`config.mk`:
```
export PLATFORM = sky130hd
export DESIGN_NAME = gray_adjust_two_bit_quantizer
export DESIGN_NICKNAME = d
export VERILOG_FILES = /design/src/hw/rtl/gaq_pkg.sv /design/src/hw/rtl/gray_adjust_two_bit_quantizer.sv
export SDC_FILE = /design/constraint.sdc
export NUM_CORES = 2
export LEC_CHECK = 0
export BUFFER_PORTS_ARGS = -buffer_cell sky130_fd_sc_hd__buf_2
export CAP_MARGIN = 5
export CELL_PAD_IN_SITES_DETAIL_PLACEMENT = 1
export CELL_PAD_IN_SITES_GLOBAL_PLACEMENT = 1
export CORE_UTILIZATION = 57
export CTS_CLUSTER_DIAMETER = 100
export DETAILED_ROUTE_END_ITERATION = 8
export PLACE_DENSITY_LB_ADDON = 0.1
export SYNTH_ARGS = -nofsm -noshare
export SYNTH_HDL_FRONTEND = slang
export SYNTH_SLANG_ARGS = --single-unit
```
`constraint.sdc`:
```
create_clock -name clk -period 18.85 [get_ports clk]
set_input_delay 0.9425 -clock clk [delete_from_list [all_inputs] [get_ports clk]]
set_output_delay 0.9425 -clock clk [all_outputs]
set_load 0.02 [all_outputs]
```
`src/hw/rtl/gaq_pkg.sv`:
```
// Shared constants, register codes and helper functions for the gray adjust quantizer.
package gaq_pkg;

  localparam int PIPE_DEPTH  = 9;
  localparam int DIV_STAGES  = 3;
  localparam int DIV_BPS     = 3;
  localparam int DIV_QBITS   = DIV_STAGES * DIV_BPS;

  localparam logic [31:0] HASH_MUL_X   = 32'd374761393;
  localparam logic [31:0] HASH_MUL_Y   = 32'd668265263;
  localparam logic [31:0] HASH_MIX     = 32'd1274126177;
  localparam int          HASH_SHIFT_A = 13;
  localparam int          HASH_SHIFT_B = 24;

  localparam logic [10:0] FULL_SCALE   = 11'd255;
  localparam logic [10:0] TWO_STEPS    = 11'd510;
  localparam logic [17:0] RECIP_100    = 18'd167773;  // ceil(2^24 / 100)
  localparam int          RECIP_SHIFT  = 24;

  localparam logic       ADJUST_RESET     = 1'b1;
  localparam logic [8:0] CONTRAST_RESET   = 9'd115;
  localparam logic [8:0] BRIGHTNESS_RESET = 9'd0;
  localparam logic       GAMMA_RESET      = 1'b0;

  typedef enum logic [1:0] {
    REG_ADJUST_ENABLE = 2'd0,
    REG_CONTRAST      = 2'd1,
    REG_BRIGHTNESS    = 2'd2,
    REG_GAMMA_ENABLE  = 2'd3
  } reg_idx_t;

  typedef struct packed {
    logic [7:0] g2;
    logic [7:0] r1;
    logic       app;
    logic [7:0] thr;
    logic       mode;
  } side_t;

  typedef struct packed {
    logic        qbit;
    logic [15:0] rem;
  } div_res_t;

  function automatic logic [7:0] clamp_gray(input logic signed [11:0] v);
    logic [7:0] r;
    if (v < 12'sd0) r = 8'd0;
    else if (v > 12'sd255) r = 8'd255;
    else r = v[7:0];
    return r;
  endfunction

  // one restoring step against the divisor shifted left by sh
  function automatic div_res_t div_step(input logic [15:0] rem, input logic [7:0] d,
                                        input logic [3:0] sh);
    logic [16:0] shd;
    div_res_t    r;
    shd = 17'(d) << sh;
    if (17'(rem) >= shd) begin
      r.qbit = 1'b1;
      r.rem  = 16'(17'(rem) - shd);
    end else begin
      r.qbit = 1'b0;
      r.rem  = rem;
    end
    return r;
  endfunction

endpackage

```
`src/hw/rtl/gray_adjust_two_bit_quantizer.sv`:
```
// Gray adjust and two-bit quantizer: nine-stage pipeline with APB register port.
//
// Input channel in_valid/in_ready carries one pixel per beat: gray_in, pos_x,
// pos_y and mode. Output channel out_valid/out_ready carries one 2-bit level
// per input beat, in input order.
// out_valid is the valid bit of stage 9, the output register.
// Throughput is one pixel per clock while out_ready stays high; the longest
// stage is one 17x18 multiply (divide by 100 through a reciprocal) or one
// 32x32 hash multiply.
// The gamma square root runs as a 9-bit restoring divider spread over three
// stages, 3 quotient bits per stage.
// Each stage holds a valid bit and accepts a new beat when it is empty or its
// successor moves, so bubbles collapse and in_ready stays high while any
// stage is free, even with a result waiting at the output.
// A stalled receiver holds the output beat; the pipe fills and then in_ready
// drops until out_ready returns. Nothing is dropped or repeated.
// Synchronous reset empties the pipe and loads the register defaults:
// adjust on, contrast 115 percent, brightness 0, gamma off.
// Registers are at byte offsets 0x0, 0x4, 0x8, 0xC; write them only while
// the pipe is empty.
module gray_adjust_two_bit_quantizer
  import gaq_pkg::*;
(
  input  logic        clk,
  input  logic        rst,
  input  logic        psel,
  input  logic        penable,
  input  logic        pwrite,
  input  logic [3:0]  paddr,
  input  logic [31:0] pwdata,
  output logic [31:0] prdata,
  output logic        pready,
  input  logic        in_valid,
  output logic        in_ready,
  input  logic [7:0]  gray_in,
  input  logic [15:0] pos_x,
  input  logic [15:0] pos_y,
  input  logic        mode,
  output logic        out_valid,
  input  logic        out_ready,
  output logic [1:0]  level
);

  // configuration
  logic       adjust_enable;
  logic [8:0] contrast_percent;
  logic [8:0] brightness_offset;
  logic       gamma_enable;
  reg_idx_t   reg_idx;

  assign pready  = 1'b1;
  assign reg_idx = reg_idx_t'(paddr[3:2]);

  always_ff @(posedge clk) begin
    if (rst) begin
      adjust_enable     <= ADJUST_RESET;
      contrast_percent  <= CONTRAST_RESET;
      brightness_offset <= BRIGHTNESS_RESET;
      gamma_enable      <= GAMMA_RESET;
    end else if (psel && penable && pwrite && pready) begin
      case (reg_idx)
        REG_ADJUST_ENABLE: adjust_enable     <= pwdata[0];
        REG_CONTRAST:      contrast_percent  <= pwdata[8:0];
        REG_BRIGHTNESS:    brightness_offset <= pwdata[8:0];
        REG_GAMMA_ENABLE:  gamma_enable      <= pwdata[0];
        default: ;
      endcase
    end
  end

  always_comb begin
    case (reg_idx)
      REG_ADJUST_ENABLE: prdata = 32'(adjust_enable);
      REG_CONTRAST:      prdata = 32'(contrast_percent);
      REG_BRIGHTNESS:    prdata = 32'(brightness_offset);
      REG_GAMMA_ENABLE:  prdata = 32'(gamma_enable);
      default:           prdata = 32'd0;
    endcase
  end

  // pipeline control
  logic [PIPE_DEPTH-1:0] vld;
  logic [PIPE_DEPTH-1:0] adv;

  always_comb begin
    adv[PIPE_DEPTH-1] = !vld[PIPE_DEPTH-1] || out_ready;
    for (int k = PIPE_DEPTH-2; k >= 0; k--) begin
      adv[k] = !vld[k] || adv[k+1];
    end
  end

  always_ff @(posedge clk) begin
    if (rst) begin
      vld <= '0;
    end else begin
      if (adv[0]) begin
        vld[0] <= in_valid;
      end
      for (int k = 1; k < PIPE_DEPTH; k++) begin
        if (adv[k]) begin
          vld[k] <= vld[k-1];
        end
      end
    end
  end

  assign in_ready  = adv[0];
  assign out_valid = vld[PIPE_DEPTH-1];

  // stage 1: contrast product, hash partial products
  logic signed [8:0]  d1;
  logic signed [18:0] s1_p;
  logic [31:0]        s1_mx;
  logic [31:0]        s1_my;
  logic [7:0]         s1_gray;
  logic               s1_mode;
  logic [47:0]        mx_full;
  logic [47:0]        my_full;

  always_comb begin
    d1      = $signed({1'b0, gray_in}) - 9'sd128;
    mx_full = 48'(pos_x) * 48'(HASH_MUL_X);
    my_full = 48'(pos_y) * 48'(HASH_MUL_Y);
  end

  always_ff @(posedge clk) begin
    if (adv[0]) begin
      s1_p    <= 19'(d1) * $signed({10'd0, contrast_percent});
      s1_mx   <= mx_full[31:0];
      s1_my   <= my_full[31:0];
      s1_gray <= gray_in;
      s1_mode <= mode;
    end
  end

  // stage 2: divide magnitude by 100, hash mix
  logic [18:0] p_abs;
  logic [34:0] q_prod;
  logic [31:0] h0;
  logic [9:0]  s2_qa;
  logic        s2_neg;
  logic [31:0] s2_hm;
  logic [7:0]  s2_gray;
  logic        s2_mode;

  always_comb begin
    p_abs  = s1_p[18] ? 19'(-s1_p) : 19'(s1_p);
    q_prod = 35'(p_abs[16:0]) * 35'(RECIP_100);
    h0     = s1_mx + s1_my;
  end

  always_ff @(posedge clk) begin
    if (adv[1]) begin
      s2_qa   <= q_prod[RECIP_SHIFT+9:RECIP_SHIFT];
      s2_neg  <= s1_p[18];
      s2_hm   <= h0 ^ (h0 >> HASH_SHIFT_A);
      s2_gray <= s1_gray;
      s2_mode <= s1_mode;
    end
  end

  // stage 3: contrast and brightness clamps, hash threshold
  logic signed [11:0] q_s;
  logic [7:0]         c_g;
  logic signed [11:0] b_sum;
  logic [63:0]        h_prod;
  logic [7:0]         s3_g2;
  logic [7:0]         s3_thr;
  logic               s3_mode;

  always_comb begin
    q_s    = s2_neg ? -$signed({2'b0, s2_qa}) : $signed({2'b0, s2_qa});
    c_g    = clamp_gray(q_s + 12'sd128);
    b_sum  = $signed({4'b0, c_g}) + 12'($signed(brightness_offset));
    h_prod = 64'(s2_hm) * 64'(HASH_MIX);
  end

  always_ff @(posedge clk) begin
    if (adv[2]) begin
      s3_g2   <= adjust_enable ? clamp_gray(b_sum) : s2_gray;
      s3_thr  <= h_prod[HASH_SHIFT_B+7:HASH_SHIFT_B];
      s3_mode <= s2_mode;
    end
  end

  // stage 4: gamma setup, first Newton step is exact ((g + 255) / 2)
  // stages 5..7: restoring divide of g*255 by that estimate
  side_t       dv_side [0:DIV_STAGES];
  logic [15:0] dv_rem  [0:DIV_STAGES];
  logic [DIV_QBITS-1:0] dv_q [0:DIV_STAGES];
  logic        app4;

  assign app4 = adjust_enable && gamma_enable && (s3_g2 != 8'd0);

  always_ff @(posedge clk) begin
    if (adv[3]) begin
      dv_side[0].g2   <= s3_g2;
      dv_side[0].r1   <= 8'((9'(s3_g2) + 9'd255) >> 1);
      dv_side[0].app  <= app4;
      dv_side[0].thr  <= s3_thr;
      dv_side[0].mode <= s3_mode;
      dv_rem[0]       <= app4 ? 16'({s3_g2, 8'd0} - 16'(s3_g2)) : 16'd0;
      dv_q[0]         <= '0;
    end
  end

  for (genvar j = 1; j <= DIV_STAGES; j++) begin : g_div
    logic [15:0]          rem_next;
    logic [DIV_QBITS-1:0] q_next;
    div_res_t             st;

    always_comb begin
      rem_next = dv_rem[j-1];
      q_next   = dv_q[j-1];
      st       = '0;
      for (int b = 0; b < DIV_BPS; b++) begin
        st       = div_step(rem_next, dv_side[j-1].r1,
                            4'(DIV_QBITS - 1 - (j-1)*DIV_BPS - b));
        rem_next = st.rem;
        q_next   = {q_next[DIV_QBITS-2:0], st.qbit};
      end
    end

    always_ff @(posedge clk) begin
      if (adv[3+j]) begin
        dv_side[j] <= dv_side[j-1];
        dv_rem[j]  <= rem_next;
        dv_q[j]    <= q_next;
      end
    end
  end

  // stage 8: second Newton step and gamma clamp
  logic [9:0] r_sum;
  logic [7:0] s8_g;
  logic [7:0] s8_thr;
  logic       s8_mode;
  side_t      sd;

  always_comb begin
    sd    = dv_side[DIV_STAGES];
    r_sum = 10'(sd.r1) + 10'(dv_q[DIV_STAGES]);
  end

  always_ff @(posedge clk) begin
    if (adv[7]) begin
      if (sd.app) s8_g <= r_sum[9] ? 8'd255 : r_sum[8:1];
      else        s8_g <= sd.g2;
      s8_thr  <= sd.thr;
      s8_mode <= sd.mode;
    end
  end

  // stage 9: quantize into the output register
  logic [10:0] s3g;
  logic [10:0] t_lo;
  logic [10:0] t_mid;
  logic [10:0] t_hi;
  logic [1:0]  lvl_next;

  always_comb begin
    s3g   = 11'({s8_g, 1'b0}) + 11'(s8_g);
    t_lo  = s3g + 11'(s8_thr);
    t_mid = s3g - FULL_SCALE + 11'(s8_thr);
    t_hi  = s3g - TWO_STEPS + 11'(s8_thr);
    if (!s8_mode)               lvl_next = s8_g[7:6];
    else if (s3g < FULL_SCALE)  lvl_next = (t_lo  >= FULL_SCALE) ? 2'd1 : 2'd0;
    else if (s3g < TWO_STEPS)   lvl_next = (t_mid >= FULL_SCALE) ? 2'd2 : 2'd1;
    else                        lvl_next = (t_hi  >= FULL_SCALE) ? 2'd3 : 2'd2;
  end

  always_ff @(posedge clk) begin
    if (adv[8]) begin
      level <= lvl_next;
    end
  end

endmodule

```
# Word level (Yosys, flattened, before mapping)
# Memory sizes are Yosys's and may differ from the RTL's.
# Cells that the tools add are included.
[word_totals]
regBits = 209
ram_bits = 204
in_bits = 84
out_inout_bits = 37
n_memories = 3
[mem_list]
columns = ["memory", "depth", "width", "rd", "rd_ports_with_merged_regs", "wr", "line_no", "rtl"]
rows = [
  ["dv_side", 4, 26, 4, 0, 4, "gray_adjust_two_bit_quantizer.sv:188", "side_t dv_side [0:DIV_STAGES];"],
  ["dv_rem", 4, 16, 3, 0, 4, "gray_adjust_two_bit_quantizer.sv:189", "logic [15:0] dv_rem [0:DIV_STAGES];"],
  ["dv_q", 4, 9, 4, 0, 4, "gray_adjust_two_bit_quantizer.sv:190", "logic [DIV_QBITS-1:0] dv_q [0:DIV_STAGES];"],
]
[op_classes]
n_addsub = 24
n_mul = 5
n_lt_le_gt_ge = 18
eq_ne = 3
muxes = 34
bitwise_logic = 1
n_reduce_logical = 28
[ops]
columns = ["operator", "count"]
rows = [
  ["2-to-1 mux 17 bit", 10],
  ["case mux 32 bit (4 select lines)", 1],
  ["2-to-1 mux 8 bit", 7],
  ["multiplier 17 x 18 -> 34 bit (second input constant)", 1],
  [">= comparator 11 x 8 -> 1 bit (second input constant)", 3],
  ["adder 32 bit", 1],
  ["multiplier 16 x 29 -> 32 bit (second input constant)", 1],
  ["multiplier 16 x 30 -> 32 bit (second input constant)", 1],
  ["multiplier 32 x 31 -> 32 bit (second input constant)", 1],
  ["subtractor 16 x 8 -> 16 bit", 2],
  ["XOR 32 x 19 -> 32 bit", 1],
  ["adder 11 x 8 -> 11 bit", 2],
  ["multiplier 9 x 10 -> 19 bit", 1],
  ["negator 17 bit", 1],
  [">= comparator 16 x 10 -> 1 bit", 1],
  [">= comparator 16 x 11 -> 1 bit", 1],
  [">= comparator 16 x 12 -> 1 bit", 1],
  [">= comparator 16 x 13 -> 1 bit", 1],
  [">= comparator 16 x 14 -> 1 bit", 1],
  [">= comparator 16 x 15 -> 1 bit", 1],
  [">= comparator 16 bit", 1],
  [">= comparator 16 x 8 -> 1 bit", 1],
  [">= comparator 16 x 9 -> 1 bit", 1],
  ["2-to-1 mux 16 bit", 1],
  ["35 further kinds", 70],
]

# Longest topological paths before layout
[logic_depth]
ltp_word = 11
depth_mapped = 37
depth_no_buf = 35

# Least setup slack after synthesis
# No wires, ideal clock.
[synth_timing]
path_kind = "flip-flop to flip-flop"
start = "register s1_p[0]"
end = "register s2_qa[9] (data pin)"
t_arrival_ns = 7.560
setup_slack_ns = 11.030
stages_incl_launch_ff = 28
n_path_buf = 0
synth_period_minus_slack_ns = 7.820
cell_sequence = "edfxtp_1 -> inv_1 -> ha_1 -> nand2_1 -> or4_1 -> or4_1 -> or3_1 -> o31ai_1 -> xor2_1 -> inv_1 -> ha_1 -> inv_1 -> fa_1 -> inv_1 -> fa_1 -> fa_1 -> fa_1 -> fa_1 -> ha_1 -> nand4_1 -> nor2_1 -> nand3_1 -> o41a_1 -> a31oi_1 -> a211o_1 -> a31oi_1 -> o21bai_1 -> xnor2_1"
[synth_between]
elab_chain_len = 3
[synth_lines]
columns = ["item", "line_no", "rtl"]
rows = [
  ["from (decl)", "gray_adjust_two_bit_quantizer.sv:112", "logic signed [18:0] s1_p;"],
  ["from (signal assigned)", "gray_adjust_two_bit_quantizer.sv:128", "s1_p <= 19'(d1) * $signed({10'd0, contrast_percent});"],
  ["negator 17 bit", "gray_adjust_two_bit_quantizer.sv:147", "p_abs = s1_p[18] ? 19'(-s1_p) : 19'(s1_p);"],
  ["2-to-1 mux 17 bit *", "gray_adjust_two_bit_quantizer.sv:147", ""],
  ["multiplier 17 x 18 -> 34 bit *", "gray_adjust_two_bit_quantizer.sv:148", "q_prod = 35'(p_abs[16:0]) * 35'(RECIP_100);"],
  ["via q_prod[33]", "gray_adjust_two_bit_quantizer.sv:138", "logic [34:0] q_prod;"],
  ["to (signal assigned)", "gray_adjust_two_bit_quantizer.sv:154", "s2_qa <= q_prod[RECIP_SHIFT+9:RECIP_SHIFT];"],
  ["to (decl)", "gray_adjust_two_bit_quantizer.sv:140", "logic [9:0] s2_qa;"],
]
# Mark *: on every way through the listed nets, which the timed path passes. The rest lies on a longest branch.
# A chain may end at the register's enable or synchronous reset.

# Worst setup path in the final report
# Same ends and word-level chain as after synthesis.

==> results.ini <==
[layout]
areaGrowthSynthToFinish_pct = 6.00
antennaDiodeCount = 0
n_fill_cell = 8830
drive_above_1_share_pct = 4.84
nNetsFinal = 5991

[logic_synthesis]
syn_inst = 4443
synth_area_um2 = 47600
seq_area_frac_synth_pct = 23.3
ys_warn_count = 0
avgSynthCellArea_um2 = 10.7
synth-edff-count = 349
async_flop_share_pct = 0
synth_ff_type = edfxtp_1
synth_seq_cells = 378
ys_types = 83

[clocking]
cts_tree = yes
cts_resized = 0
cts_sinks = 378
postCtsSetupRepairBufs = 0
cts_hold_buffers = 0
cts_buffer_depth = 3
clkTransAtPathRegs_ns = 0.06
htree_levels = 2
clock_latency_ns = 0.59
cts_made_buffers = 41
root_buffer = clkbuf_16

[timing]
period_needed_ns = 9.29
post-route-period-util_pct = 49.3
slew_headroom_pct = 25.8
finClkSkew_ns = 0.0537
timing_hold_violations_final = 0
slew_violations = 0
setup_viol = 0
rsz0062_at_grt = no
tightest_slew_ns = 1.11
max_freq_mhz = 108
fin_setup_tns_ns = 0

[grt]
grt_pass1_vias = 36545
overflow = 0
grt_start_max_net_pins = 64
grt_pass1_wl_um = 199000
grt_util_all_layers_pct = 30.2
antenna_found_initial = 3

[route]
drt-pass1-iter-count = 5
ant_nets = 0
drt-wirelength-per-cell_um = 21.8
drc = 0
via_count = 31618
drt_iter0_markers = 1593
wirelength_um = 123000
vias_per_cell = 5.61

[place]
port_buffers = 71
dp_hpwl_um = 104000
gp_congestion = 0.927

[floorplan]
rows = 105
coreArea_um2 = 82400
die_x_um = 291
fp.dieH_um = 291
dieArea_um2 = 84600
io-pin-count = 121
initial_utilization_pct = 57.8

[hold_path]
holdPathStages = 0
min_path_type = flip-flop to flip-flop

[setup_path]
worst-endpoint-required_ns = 19.18
cp.arrival_ns = 9.62
crit_path_end_kind = flip-flop
r2r_cells = 27
setup.worst_path.start_class = flip-flop
crit_type = flip-flop to flip-flop
path_max_fanout = 8

[run_status]
outcome = finished clean

[job]
max_cap_viol_count = 0

[metrics by stage]
stage	utilization, %	hold WS [ns]	instance area [um^2]	worst slack, ns	std cells
after detailed placement	59.7	0.406	49100	9.51	5557
after CTS	61.2	0.399	50400	9.49	5633
after floorplan	-	0.400	47700	11.03	4465
after global routing	61.2	0.413	50400	9.03	5633
final	61.2	0.398	50400	9.56	5633
after global placement	59.7	0.401	49100	9.77	5557
[flip-flops by register name, summed over array words and instances (netlist names), 2 cells and up]
name,count
brightness_offset,9
contrast_percent,9
dv_q,18
dv_rem,48
dv_side,104
level,2
s1_gray,8
s1_mx,32
s1_my,32
s1_p,18
s2_gray,8
s2_hm,32
s2_qa,10
s3_g2,8
s3_thr,8
s8_g,8
s8_thr,8
vld,9
[placed cells by master (no fill, tap or decap), types with 36 or more instances in the layout]
cell       instances
nor2b_1           41
nor3_1            36
inv_1           1036
nand2_1          169
ha_1             725
nor2_1           191
a21o_1            60
buf_2             71
edfxtp_1         349
fa_1             652
o21ai_0          100
a21oi_1          168
and2_1            40
clkbuf_16         41
xor2_1            79
xnor2_1          195
[layout make-up]
type	count	area [um^2]	area share [%]
timing repair buffer	84	453	0.898
multi-input combinational	2987	32400	64.2
inverter	1038	3900	7.73
tap	1070	1340	2.65
clock inverter	29	231	0.459
sequential	378	11100	21.9
clock buffer	47	1050	2.08
[metal layers]
layer  global-route usage, %  share of wire (%)  vias up
met4                    9.34                3.1        4
met2                    54.5                 52      635
met1                    38.0                 42    16132
met5                       0              0.020        -
li1                        -                  -    14603
met3                    3.17                3.6      244
[synth_stat cells (24+ instances only)]
cell type	number	share of area (%)
a21o_1	60	0.95
a21oi_1	168	1.8
and2_1	40	0.53
buf_4	24	0.38
clkbuf_1	34	0.27
dfxtp_1	29	1.2
edfxtp_1	349	22
fa_1	652	27
ha_1	725	19
inv_1	1037	8.2
mux2_2	29	0.69
mux2i_1	27	0.57
nand2_1	171	1.3
nand2b_1	28	0.37
nand3_1	37	0.39
nor2_1	191	1.5
nor2b_1	41	0.54
nor3_1	36	0.38
o21a_1	34	0.54
o21ai_0	100	1.1
o21bai_1	26	0.41
o31ai_1	26	0.41
or3_1	24	0.32
xnor2_1	195	3.6
xor2_1	79	1.5
[worst paths after layout]
path	start	endpoint	slack [ns]
min reg2reg	s3_thr[6]	dv_side[0][7]	0.40
max	s1_p[0]	s2_qa[9]	9.56
min	s3_thr[6]	dv_side[0][7]	0.40
max reg2reg	s1_p[0]	s2_qa[9]	9.56
[critical path: stages, from the launching register on]
cell,delay (ns)
edfxtp_1,0.57
inv_1,0.21
ha_1,0.21
nand2_1,0.09
or4_1,0.45
or4_1,0.43
or3_1,0.37
o31ai_1,0.25
xor2_1,0.52
inv_1,0.24
ha_1,0.47
inv_1,0.09
fa_1,0.55
inv_1,0.07
fa_1,0.54
fa_1,0.53
fa_1,0.48
fa_1,0.50
ha_1,0.34
nand4_1,0.14
nor2_1,0.14
nand3_1,0.16
o41a_1,0.56
a31oi_1,0.48
a211o_1,0.24
a31oi_1,0.12
o21bai_1,0.18
xnor2_1,0.09
[cells by family after synthesis]
logic type / count (synthesis) / share of synthesized area, %
AOI/OAI and AO/OA: 574 / 7.86
xor gates and xnor gates: 275 / 5.09
adders and majority gates: 1377 / 46.5
buffers and inverters: 1100 / 8.89
DFF: 378 / 23.3
muxes: 58 / 1.33
other: 2 / 0.0158
and+or+nand+nor: 679 / 7.05
Power is left out: the tool's default activity adds up to more than one toggle a clock period on the data nets, which glitch-free logic cannot reach.
